### config.mk
export PLATFORM = sky130hd
export DESIGN_NAME = ble_packet_deframer_core
export DESIGN_NICKNAME = d
export VERILOG_FILES = /design/src/design/ble_pd_pkg.sv /design/src/design/ble_pd_slicer.sv /design/src/design/ble_pd_collector.sv /design/src/design/ble_packet_deframer_core.sv
export VERILOG_INCLUDE_DIRS = /design/src /design/src/design
export SDC_FILE = /design/constraint.sdc
export NUM_CORES = 1
export LEC_CHECK = 0
export ABC_AREA = 1
export BUFFER_PORTS_ARGS = -buffer_cell sky130_fd_sc_hd__buf_2
export CORE_ASPECT_RATIO = 0.8
export CORE_MARGIN = 5
export CORE_UTILIZATION = 50
export CTS_BUF_LIST = sky130_fd_sc_hd__clkbuf_2
export DETAILED_ROUTE_END_ITERATION = 16
export GPL_ROUTABILITY_DRIVEN = 0
export PLACE_DENSITY_LB_ADDON = 0.25
export SYNTH_ARGS = -nofsm -noshare
export SYNTH_HDL_FRONTEND = slang
export SYNTH_HIERARCHICAL = 1
export SYNTH_SLANG_ARGS = --single-unit
### constraint.sdc
create_clock -name clk_i -period 10.2 [get_ports clk_i]
set_clock_uncertainty 0.2 [all_clocks]
set_input_delay 2.04 -clock clk_i [delete_from_list [all_inputs] [get_ports clk_i]]
set_output_delay 2.04 -clock clk_i [all_outputs]
set_load 0.01 [all_outputs]
### src/design/ble_packet_deframer_core_defines.svh
// Assertion macros used by the deframer core.
`ifndef BLE_PACKET_DEFRAMER_CORE_DEFINES_SVH
`define BLE_PACKET_DEFRAMER_CORE_DEFINES_SVH

// Same-cycle implication, checked on every rising clock edge outside reset.
`define BPD_ASSERT_IMP(lbl, ante, cons, msg) \
  lbl: assert property (@(posedge clk_i) disable iff (!rst_ni) (ante) |-> (cons)) \
    else $error(msg);

// Next-cycle implication, checked on every rising clock edge outside reset.
`define BPD_ASSERT_NXT(lbl, ante, cons, msg) \
  lbl: assert property (@(posedge clk_i) disable iff (!rst_ni) (ante) |=> (cons)) \
    else $error(msg);

`endif

### src/design/ble_pd_pkg.sv
package ble_pd_pkg;

  localparam int unsigned PAYLOAD_BYTES_DEF = 32;
  localparam int unsigned PHASE_BITS_DEF    = 16;
  localparam int unsigned CRC_TAIL_BYTES    = 3;
  localparam int unsigned WINDOW_BITS       = 79;
  localparam int unsigned PREAMBLE_PAIRS    = 8;
  localparam int unsigned PREAMBLE_RISES    = 4;
  localparam int unsigned AA_OFFSET         = 16;
  localparam int unsigned SEQ_FIRST_BYTE    = 12;
  localparam int unsigned SEQ_LAST_BYTE     = 15;
  localparam int unsigned SEQ_RANGE_BITS    = 20;

  localparam int unsigned CFG_INDEX_W = 2;
  localparam int unsigned CFG_DATA_W  = 32;

  localparam logic [31:0] ACCESS_ADDRESS_RESET = 32'h8e89bed6;
  localparam logic [23:0] CRC_INITIAL_RESET    = 24'hAAAAAA;
  localparam logic [5:0]  CHANNEL_INDEX_RESET  = 6'd22;
  localparam logic [5:0]  CHANNEL_MASK         = 6'h3f;
  localparam logic [24:0] CRC_POLY             = 25'h1B4C000;
  localparam logic [7:0]  LFSR_TAP             = 8'h88;
  localparam logic [7:0]  LFSR_SEED_BIT        = 8'h40;

  typedef enum logic [CFG_INDEX_W-1:0] {
    CFG_ACCESS_ADDRESS = 2'd0,
    CFG_CRC_INITIAL    = 2'd1,
    CFG_CHANNEL_INDEX  = 2'd2
  } ble_pd_cfg_e;

  typedef struct packed {
    logic sliced;
    logic start;
  } ble_pd_slice_t;

  typedef struct packed {
    logic        valid;
    logic [7:0]  data_byte;
    logic [5:0]  byte_index;
    logic        last_of_packet;
    logic        crc_ok;
    logic [31:0] seq_number;
    logic        seq_valid;
  } ble_pd_result_t;

endpackage

### src/design/ble_pd_slicer.sv
module ble_pd_slicer #(
  parameter int unsigned PHASE_BITS = ble_pd_pkg::PHASE_BITS_DEF
) (
  input  logic                     clk_i,
  input  logic                     rst_ni,
  input  logic                     step_i,
  input  logic [PHASE_BITS-1:0]    phase_i,
  input  logic [31:0]              access_address_i,
  output ble_pd_pkg::ble_pd_slice_t slice_o
);

  localparam int unsigned WB = ble_pd_pkg::WINDOW_BITS;

  logic [PHASE_BITS-1:0] prev_q, prev_d;
  logic [WB-1:0]         window_q, window_d;
  logic [PHASE_BITS-1:0] diff;
  logic                  sliced;
  logic [3:0]            rise_cnt;
  logic [31:0]           aa_bits;

  assign diff     = phase_i - prev_q;
  assign sliced   = (|diff) && !diff[PHASE_BITS-1];
  assign prev_d   = phase_i;
  assign window_d = {sliced, window_q[WB-1:1]};

  // Preamble rises and access address bits are taken from the window after the new bit.
  always_comb begin
    rise_cnt = '0;
    for (int c = 0; c < ble_pd_pkg::PREAMBLE_PAIRS; c++) begin
      rise_cnt = rise_cnt + {3'b000, window_d[2*c+2] & ~window_d[2*c]};
    end
    for (int k = 0; k < 32; k++) begin
      aa_bits[k] = window_d[ble_pd_pkg::AA_OFFSET + 2*k];
    end
  end

  assign slice_o.sliced = sliced;
  assign slice_o.start  = (rise_cnt == 4'(ble_pd_pkg::PREAMBLE_RISES)) &&
                          (aa_bits == access_address_i);

  always_ff @(posedge clk_i or negedge rst_ni) begin
    if (!rst_ni) begin
      prev_q   <= '0;
      window_q <= '0;
    end else if (step_i) begin
      prev_q   <= prev_d;
      window_q <= window_d;
    end
  end

endmodule

### src/design/ble_pd_collector.sv
module ble_pd_collector #(
  parameter int unsigned PAYLOAD_BYTES = ble_pd_pkg::PAYLOAD_BYTES_DEF
) (
  input  logic                       clk_i,
  input  logic                       rst_ni,
  input  logic                       step_i,
  input  ble_pd_pkg::ble_pd_slice_t  slice_i,
  input  logic [23:0]                crc_initial_i,
  input  logic [5:0]                 channel_index_i,
  output ble_pd_pkg::ble_pd_result_t result_o
);

  localparam int unsigned TOTAL_BYTES = PAYLOAD_BYTES + ble_pd_pkg::CRC_TAIL_BYTES;
  localparam int unsigned CNT_W       = $clog2(TOTAL_BYTES * 8);
  localparam int unsigned BYTE_W      = CNT_W - 3;
  localparam logic [BYTE_W-1:0] PAYLOAD_IDX = BYTE_W'(PAYLOAD_BYTES);
  localparam logic [BYTE_W-1:0] LAST_IDX    = BYTE_W'(TOTAL_BYTES - 1);
  localparam logic [BYTE_W-1:0] SEQ_FIRST   = BYTE_W'(ble_pd_pkg::SEQ_FIRST_BYTE);
  localparam logic [BYTE_W-1:0] SEQ_LAST    = BYTE_W'(ble_pd_pkg::SEQ_LAST_BYTE);
  localparam logic [23:0]       POLY_SHR    = ble_pd_pkg::CRC_POLY[24:1];

  logic              collecting_q, collecting_d;
  logic              sym_q, sym_d;
  logic [CNT_W-1:0]  cnt_q, cnt_d;
  logic [7:0]        lfsr_q, lfsr_d;
  logic [23:0]       crc_q, crc_d;
  logic [7:0]        byte_q, byte_d;
  logic              mismatch_q, mismatch_d;
  logic [31:0]       seq_q, seq_d;

  logic [BYTE_W-1:0] byte_no;
  logic [BYTE_W-1:0] tail_no;
  logic              d_bit;
  logic [7:0]        lfsr_x;
  logic [7:0]        crc_byte;
  logic              is_last;

  assign byte_no = cnt_q[CNT_W-1:3];
  assign tail_no = byte_no - PAYLOAD_IDX;
  assign d_bit   = slice_i.sliced ^ lfsr_q[0];
  assign lfsr_x  = lfsr_q[0] ? (lfsr_q ^ ble_pd_pkg::LFSR_TAP) : lfsr_q;
  assign is_last = (byte_no == LAST_IDX);

  always_comb begin
    case (tail_no[1:0])
      2'd0:    crc_byte = crc_q[7:0];
      2'd1:    crc_byte = crc_q[15:8];
      2'd2:    crc_byte = crc_q[23:16];
      default: crc_byte = 8'h00;
    endcase
  end

  always_comb begin
    collecting_d = collecting_q;
    sym_d        = sym_q;
    cnt_d        = cnt_q;
    lfsr_d       = lfsr_q;
    crc_d        = crc_q;
    byte_d       = byte_q;
    mismatch_d   = mismatch_q;
    seq_d        = seq_q;
    result_o     = '0;
    if (!collecting_q) begin
      if (slice_i.start) begin
        collecting_d = 1'b1;
        sym_d        = 1'b0;
        cnt_d        = '0;
        lfsr_d       = ble_pd_pkg::LFSR_SEED_BIT |
                       {2'b00, channel_index_i & ble_pd_pkg::CHANNEL_MASK};
        crc_d        = crc_initial_i;
        byte_d       = '0;
        mismatch_d   = 1'b0;
        seq_d        = '0;
      end
    end else if (!sym_q) begin
      sym_d = 1'b1;
    end else begin
      sym_d  = 1'b0;
      lfsr_d = {1'b0, lfsr_x[7:1]};
      if (byte_no < PAYLOAD_IDX) begin
        crc_d = {1'b0, crc_q[23:1]} ^ ((crc_q[0] ^ d_bit) ? POLY_SHR : 24'h000000);
      end
      byte_d = {d_bit, byte_q[7:1]};
      cnt_d  = cnt_q + CNT_W'(1);
      if (cnt_q[2:0] == 3'd7) begin
        if (byte_no >= SEQ_FIRST && byte_no <= SEQ_LAST) begin
          seq_d = {seq_q[23:0], byte_d};
        end
        if (byte_no >= PAYLOAD_IDX && crc_byte != byte_d) begin
          mismatch_d = 1'b1;
        end
        result_o.valid      = 1'b1;
        result_o.data_byte  = byte_d;
        result_o.byte_index = 6'(byte_no);
        if (is_last) begin
          collecting_d            = 1'b0;
          cnt_d                   = '0;
          result_o.last_of_packet = 1'b1;
          result_o.crc_ok         = !mismatch_d;
          result_o.seq_number     = seq_d;
          result_o.seq_valid      = !mismatch_d && (|seq_d) &&
                                    !(|seq_d[31:ble_pd_pkg::SEQ_RANGE_BITS]);
        end
      end
    end
  end

  always_ff @(posedge clk_i or negedge rst_ni) begin
    if (!rst_ni) begin
      collecting_q <= 1'b0;
      sym_q        <= 1'b0;
      cnt_q        <= '0;
      lfsr_q       <= ble_pd_pkg::LFSR_SEED_BIT |
                      {2'b00, ble_pd_pkg::CHANNEL_INDEX_RESET & ble_pd_pkg::CHANNEL_MASK};
      crc_q        <= ble_pd_pkg::CRC_INITIAL_RESET;
      byte_q       <= '0;
      mismatch_q   <= 1'b0;
      seq_q        <= '0;
    end else if (step_i) begin
      collecting_q <= collecting_d;
      sym_q        <= sym_d;
      cnt_q        <= cnt_d;
      lfsr_q       <= lfsr_d;
      crc_q        <= crc_d;
      byte_q       <= byte_d;
      mismatch_q   <= mismatch_d;
      seq_q        <= seq_d;
    end
  end

endmodule

### src/design/ble_packet_deframer_core.sv
// Link-layer deframer for fixed-length packets. Each input request carries one phase sample
// at two samples per symbol; the block slices a bit per sample, hunts for the preamble and
// access address, then dewhitens every second sample, checks CRC-24 over the payload and
// sends one output request per packet byte, the last CRC byte flagged by tlast together with
// the CRC verdict and sequence number. One sample is taken every cycle while the output side
// keeps up. An accepted sample is held in the input register and is then run through the
// single-pass update of the slicer and collector state, so the byte that it completes is
// written to the result register, from which it leaves when the output side takes it.
// A stalled output holds the input side once the input register is full.
`include "ble_packet_deframer_core_defines.svh"

module ble_packet_deframer_core #(
  parameter int unsigned PAYLOAD_BYTES = ble_pd_pkg::PAYLOAD_BYTES_DEF,
  parameter int unsigned PHASE_BITS    = ble_pd_pkg::PHASE_BITS_DEF
) (
  input  logic                                   clk_i,
  input  logic                                   rst_ni,
  input  logic                                   cfg_we_i,
  input  logic [ble_pd_pkg::CFG_INDEX_W-1:0]     cfg_index_i,
  input  logic [ble_pd_pkg::CFG_DATA_W-1:0]      cfg_data_i,
  input  logic                                   s_axis_tvalid_i,
  output logic                                   s_axis_tready_o,
  // sample_phase
  input  logic [((PHASE_BITS+7)/8)*8-1:0]        s_axis_tdata_i,
  output logic                                   m_axis_tvalid_o,
  input  logic                                   m_axis_tready_i,
  // data_byte, byte_index, seq_number, zero fill
  output logic [47:0]                            m_axis_tdata_o,
  output logic                                   m_axis_tlast_o,
  // crc_ok, seq_valid
  output logic [1:0]                             m_axis_tuser_o
);

  localparam int unsigned TOTAL_BYTES = PAYLOAD_BYTES + ble_pd_pkg::CRC_TAIL_BYTES;

  logic [31:0] access_address_q;
  logic [23:0] crc_initial_q;
  logic [5:0]  channel_index_q;

  logic                  in_valid_q;
  logic [PHASE_BITS-1:0] in_phase_q;
  logic                  advance;
  logic                  step;

  ble_pd_pkg::ble_pd_slice_t  slice;
  ble_pd_pkg::ble_pd_result_t result;

  logic        out_valid_q;
  logic [7:0]  out_byte_q;
  logic [5:0]  out_index_q;
  logic        out_last_q;
  logic        out_ok_q;
  logic [31:0] out_seq_q;
  logic        out_seq_valid_q;

  always_ff @(posedge clk_i or negedge rst_ni) begin
    if (!rst_ni) begin
      access_address_q <= ble_pd_pkg::ACCESS_ADDRESS_RESET;
      crc_initial_q    <= ble_pd_pkg::CRC_INITIAL_RESET;
      channel_index_q  <= ble_pd_pkg::CHANNEL_INDEX_RESET;
    end else if (cfg_we_i) begin
      unique case (ble_pd_pkg::ble_pd_cfg_e'(cfg_index_i))
        ble_pd_pkg::CFG_ACCESS_ADDRESS: access_address_q <= cfg_data_i[31:0];
        ble_pd_pkg::CFG_CRC_INITIAL:    crc_initial_q    <= cfg_data_i[23:0];
        ble_pd_pkg::CFG_CHANNEL_INDEX:  channel_index_q  <= cfg_data_i[5:0];
        default: ;
      endcase
    end
  end

  assign advance         = !out_valid_q || m_axis_tready_i;
  assign step            = in_valid_q && advance;
  assign s_axis_tready_o = !in_valid_q || advance;

  always_ff @(posedge clk_i or negedge rst_ni) begin
    if (!rst_ni) begin
      in_valid_q <= 1'b0;
    end else if (s_axis_tready_o) begin
      in_valid_q <= s_axis_tvalid_i;
    end
  end

  always_ff @(posedge clk_i) begin
    if (s_axis_tready_o && s_axis_tvalid_i) begin
      in_phase_q <= s_axis_tdata_i[PHASE_BITS-1:0];
    end
  end

  ble_pd_slicer #(
    .PHASE_BITS(PHASE_BITS)
  ) u_slicer (
    .clk_i           (clk_i),
    .rst_ni          (rst_ni),
    .step_i          (step),
    .phase_i         (in_phase_q),
    .access_address_i(access_address_q),
    .slice_o         (slice)
  );

  ble_pd_collector #(
    .PAYLOAD_BYTES(PAYLOAD_BYTES)
  ) u_collector (
    .clk_i          (clk_i),
    .rst_ni         (rst_ni),
    .step_i         (step),
    .slice_i        (slice),
    .crc_initial_i  (crc_initial_q),
    .channel_index_i(channel_index_q),
    .result_o       (result)
  );

  always_ff @(posedge clk_i or negedge rst_ni) begin
    if (!rst_ni) begin
      out_valid_q <= 1'b0;
    end else if (advance) begin
      out_valid_q <= step && result.valid;
    end
  end

  always_ff @(posedge clk_i) begin
    if (step && result.valid) begin
      out_byte_q      <= result.data_byte;
      out_index_q     <= result.byte_index;
      out_last_q      <= result.last_of_packet;
      out_ok_q        <= result.crc_ok;
      out_seq_q       <= result.seq_number;
      out_seq_valid_q <= result.seq_valid;
    end
  end

  assign m_axis_tvalid_o = out_valid_q;
  assign m_axis_tdata_o  = {2'b00, out_seq_q, out_index_q, out_byte_q};
  assign m_axis_tlast_o  = out_last_q;
  assign m_axis_tuser_o  = {out_seq_valid_q, out_ok_q};

  `BPD_ASSERT_IMP(a_seq_valid_on_last, m_axis_tvalid_o && m_axis_tuser_o[1],
                  m_axis_tlast_o && m_axis_tuser_o[0], "seq_valid without CRC pass on last byte")
  `BPD_ASSERT_IMP(a_last_index, m_axis_tvalid_o && m_axis_tlast_o,
                  m_axis_tdata_o[13:8] == 6'(TOTAL_BYTES - 1), "last byte at wrong index")
  `BPD_ASSERT_NXT(a_result_shown, step && result.valid, m_axis_tvalid_o,
                  "finished byte not presented")
  `BPD_ASSERT_IMP(a_stall_holds_step, m_axis_tvalid_o && !m_axis_tready_i, !step,
                  "sample processed while result is stalled")

endmodule

Word-level counts from Yosys, hierarchy flattened
Index checks and enable logic that the tools add are counted.
{ "op_classes": {"addsub": 10, "n_lt_le_gt_ge": 4, "n_eq_ne": 12, "mux": 45, "n_bitwise": 20, "n_reduce_logical": 31} }
{ "ops": {"columns": ["cell", "count"], "rows": [
  ["32-bit two-way mux", 8],
  ["50-bit two-way mux", 3],
  ["24-bit two-way mux", 5],
  ["8-bit two-way mux", 7],
  ["9-bit two-way mux", 5],
  ["35-bit two-way mux", 1],
  ["32-bit equality test", 1],
  ["32-bit OR reduction", 1],
  ["4-bit by 1-bit adder with 4-bit output", 6],
  ["8-bit one-hot mux with 3 select lines", 1],
  ["23-bit by 24-bit bitwise XOR with 24-bit output", 1],
  ["16-bit OR reduction", 1],
  ["16-bit subtractor", 1],
  ["1-bit two-way mux", 15],
  ["4-bit AND reduction", 3],
  ["12-bit OR reduction", 1],
  ["9-bit by 1-bit adder with 9-bit output, second input constant", 1],
  ["1-bit logical AND", 9],
  ["1-bit bitwise AND", 8],
  ["8-bit inequality test", 1],
  ["1-bit NOT", 8],
  ["2-bit AND reduction", 4],
  ["6-bit equality test, second input constant", 1],
  ["6-bit by 4-bit >= comparator with 1-bit output, second input constant", 1],
  ["other kinds (17)", 29]
]} }
{ "totals": {"ff_bits": 308, "inputBits": 55, "output_inout_bits": 53} }

Logic depth before layout (Yosys ltp)
{ "depth": {"depth_word": 18, "mapped_depth": 26} }

By module
Netlist, hierarchy kept.
{ "modules_own_cells": {"columns": ["module", "instances", "cells_per_inst", "area_per_inst_um2", "seq_area_each_um2"], "rows": [
  ["ble_pd_slicer", 1, 671, 5112.4, 2352.3],
  ["ble_packet_deframer_core", 1, 359, 4727.0, 3594.7],
  ["ble_pd_collector", 1, 603, 4642.0, 2072.0]
]} }

Worst setup path after synthesis
OpenSTA, ideal clock, no wires.
{ "synth_timing": {"path_kind": "input to register", "startpoint": "input m_axis_tready_i", "endpoint": "register out_last_q (netlist: m_axis_tlast_o) (enable)", "t_arrival_ps": 5421, "t_required_ps": 9484, "path_slack_ps": 4063, "cell_stages": 2, "path_buffers": 0, "path_cell_list": "nor2_1 nor3_1"} }
{ "synth_via": {"elab_chain_len": 3} }
{ "synth_rtl": {"columns": ["element", "line", "source"], "rows": [
  ["start, declared", "ble_packet_deframer_core.sv:26", "input logic m_axis_tready_i,"],
  ["1-bit logical OR", "ble_packet_deframer_core.sv:71", "assign advance = !out_valid_q || m_axis_tready_i;"],
  ["1-bit logical AND", "ble_packet_deframer_core.sv:72", "assign step = in_valid_q && advance;"],
  ["1-bit logical AND", "ble_packet_deframer_core.sv:121", "if (step && result.valid) begin"],
  ["end signal, assigned", "ble_packet_deframer_core.sv:124", "out_last_q <= result.last_of_packet;"],
  ["end, declared", "ble_packet_deframer_core.sv:51", "logic out_last_q;"]
]} }
No other way between the ends.
A chain may end at the register's enable or synchronous reset.

==> results.md <==
* Post-CTS setup buffers at 0
* Arrival time at the worst endpoint at 6390 ps
* Minimum clock period at 5839 ps
* Cell variety after synth at 55
* Synth Instances at 1633
* P_int at 2.066 mW
* Net Sw Power at 1.056 mW
* Syn_area_per_cell at 8.868 um^2
* Initial antenna violation count at 1
* Worst Max-Slew Pin Slew at 1133 ps
* First-pass GRT wire length at 55630 um
* HP Class: flop to flop
* Die Ht at 162.2 um
* Maximum vdd drop at 0.0001188 V
* Num CTS Buffers at 74
* Highest-count cells in the layout ignoring fill and taps: nand2_1, dfrtp_1, inv_1, nor2_1, clkbuf_2
* Register area share after synthesis at 55.37%
* Total vias in the final route at 11434
* Clk root buf: clkbuf_2
* Switch share at 33.83%
* Pins Over Slew Limit at 0
* FMAX at 171.3 MHz
* Post-DRT Antenna Nets at 0
* Sequential share of power at 51.6%
* Avg Vias per Cell at 5.262
* Clock sink total at 305
* Static Leakage at 7.618 nW
* Clock Power Share at 26.5%
* Fin crit share at 57.24%
* Max Cap Viol at 0
* Post-route DRC at 0
* Critical Path RT at 10750 ps
* Post-Place Worst Slack at 4385 ps
* Final Setup Violations at 0
* Die width at 200.3 um
* Seq cells post-synth at 305
* Final wirelength at 33270 um
* CTS tree: yes
* Synth warnings at 6
* Power Density at 197.9 nW/um^2
* Maximum fanout along the worst path at 41
* Number of global-route vias before repair at 11023
* Post-synth top flop: dfrtp_1
* Ports at 108
* Synthesized cell area at 14480 um^2
* Final Hold Vio Count at 0
* I/O Buffers at 105
* GRT Total Usage at 20.63%
* RSZ-0062 raised after global routing: false
* Drt initial violations at 858
* Worst Setup Slack, final at 4361 ps
* Commonest non-fill, non-tap cell in the layout: nand2_1
* P&R area growth vs syn at 8.943%
* Clock transition at path regs at 100 ps
* DR WL/cell at 15.31 um
* Synth async-reset ratio at 78.69%
* HPWL Detailed at 22500 um
* Router iterations before antenna repair at 7
* Combinational share of power at 21.9%
* NumNets Final at 1823
* Hold-fix buffers, CTS at 0
* Die area at 32490 um^2
* Clk buf depth at 3
* Row count at 55
* Pin count of the biggest net entering global routing at 121
* Cts repair resizes at 0
* Grt ovf at 0
* Core footprint at 28420 um^2
* Slew margin rel. at 24.30%
* Post-synth EDFFs at 65
* Sum Neg Setup Slack at 0 ps
* Status: complete, no violations
* Worst setup SP type: flop
* CP Class: flop to flop
* Share of layout cells above drive strength 1 at 18.59%
* Clk_lat worst skew at 870 ps
* Initial Utilization at 50.95%
* Critical path capture point type: flop
* H-tree levels at 3
[final cells by class]
class,instances,area [um^2]
tap,370,462.9
clock buffer,116,580.6
fill,2624,12640
timing repair buffer,113,595.6
sequential,305,8019
antenna,1,2.502
multi-input combinational,1077,5346
clock inverter,19,123.9
inverter,172,645.6
[worst max-delay path: stages (launching register included)]
cell and delay, ps:
dfrtp_1 360, inv_1 110, nand2_1 90, fa_1 550, fa_1 440, fa_1 460
inv_1 70, ha_1 150, inv_1 60, fa_1 520, inv_1 40, a2111oi_0 380
nand4_1 140, nor2_1 170, nand2_1 70, nor2_1 120, o21ai_2 120, a21oi_4 550
o21ai_2 280, inv_2 510, o21ai_0 180, o21ai_1 180
[final timing paths]
path | start | endpoint | slack (ps) | depth (start not counted)
min | u_slicer/window_q[40] | u_slicer/window_q[39] | 270 | 2
max in group asynchronous | rst_ni | u_collector/seq_q[9] | 6610 | 3
min in group asynchronous | rst_ni | u_slicer/window_q[27] | 1060 | 1
min reg2reg | u_slicer/window_q[40] | u_slicer/window_q[39] | 270 | 2
max reg2reg | u_slicer/window_q[15] | u_collector/crc_q[20] | 4360 | 21
max | u_slicer/window_q[15] | u_collector/crc_q[20] | 4360 | 21
[routing by layer]
metal	part of all wire, %	track usage [%]
met5	0	0
met4	2.1	6.379
met3	7.7	5.110
met2	42	29.82
met1	48	30.85
[flip-flops by register name, indices dropped and copies added, names as in the netlist]
register	count
access_address_q	32
u_collector/seq_q	32
u_collector/lfsr_q	7
u_collector/collecting_q	1
m_axis_tvalid_o	1
out_ok_q	1
u_slicer/prev_q	16
in_valid_q	1
crc_initial_q	24
out_seq_valid_q	1
u_collector/cnt_q	9
u_collector/sym_q	1
u_slicer/window_q	78
channel_index_q	6
out_byte_q	8
out_index_q	6
out_seq_q	32
m_axis_tlast_o	1
u_collector/crc_q	24
u_collector/mismatch_q	1
in_phase_q	16
u_collector/byte_q	7
[cells in the mapped netlist, types with 3 or more instances]
cell type / count / area (um^2)
fa_1: 5 / 100.1
a21oi_1: 20 / 100.1
nor4_1: 3 / 18.77
xor2_1: 11 / 96.34
nor2_1: 118 / 442.9
inv_1: 162 / 608.1
clkbuf_1: 32 / 120.1
buf_2: 14 / 70.07
nand4_1: 52 / 325.3
nand3_1: 83 / 415.4
nand2_1: 499 / 1873
dfstp_2: 49 / 1287
o21ai_1: 24 / 120.1
xnor2_1: 4 / 35.03
o21a_1: 5 / 37.54
a31oi_1: 23 / 143.9
o21ai_2: 12 / 105.1
edfxtp_1: 65 / 1952
dfrtp_1: 191 / 4780
a22o_1: 4 / 35.03
inv_2: 9 / 33.78
ha_1: 20 / 250.2
buf_4: 18 / 135.1
o21ai_0: 102 / 510.5
nor3_1: 5 / 25.02
nor2_2: 5 / 31.28
o22ai_1: 43 / 269.0
nand2_2: 5 / 31.28
buf_6: 14 / 157.7
[kinds of logic after synthesis]
family                     count (synthesis)  synth area share (%)
and+or+nand+nor                          786                 22.98
DFF                                      305                 55.37
buffers and inverters                    252                 7.845
AOI/OAI and AO/OA                        247                 10.07
adders and majority gates                 25                 2.419
xor gates and xnor gates                  17                 1.287
other                                      1               0.02590
[power by group through the flow]
stage                     Combinational, mW  Clock (mW)  Sequential [mW]
final                                 0.683       0.827             1.61
after global routing                  0.784       0.926             1.63
after CTS                             0.685       0.860             1.61
after detailed placement              0.679           0             1.63
after global placement                0.662           0             1.63
after floorplan                       0.537           0             1.57
[stage by stage]
step	std cells	utilization, %	total power [mW]	instance area [um^2]	hold WS (ps)
finish	2173	55.51	3.122	15780	265.3
global route	2173	55.51	3.345	15780	291.0
global placement	2037	53.02	2.292	15070	252.9
floorplan	1634	-	2.111	14490	236.6
detailed placement	2037	53.02	2.313	15070	253.1
CTS	2172	55.50	3.154	15770	268.8
No activity file was read; power rests on OpenSTA's default activity.
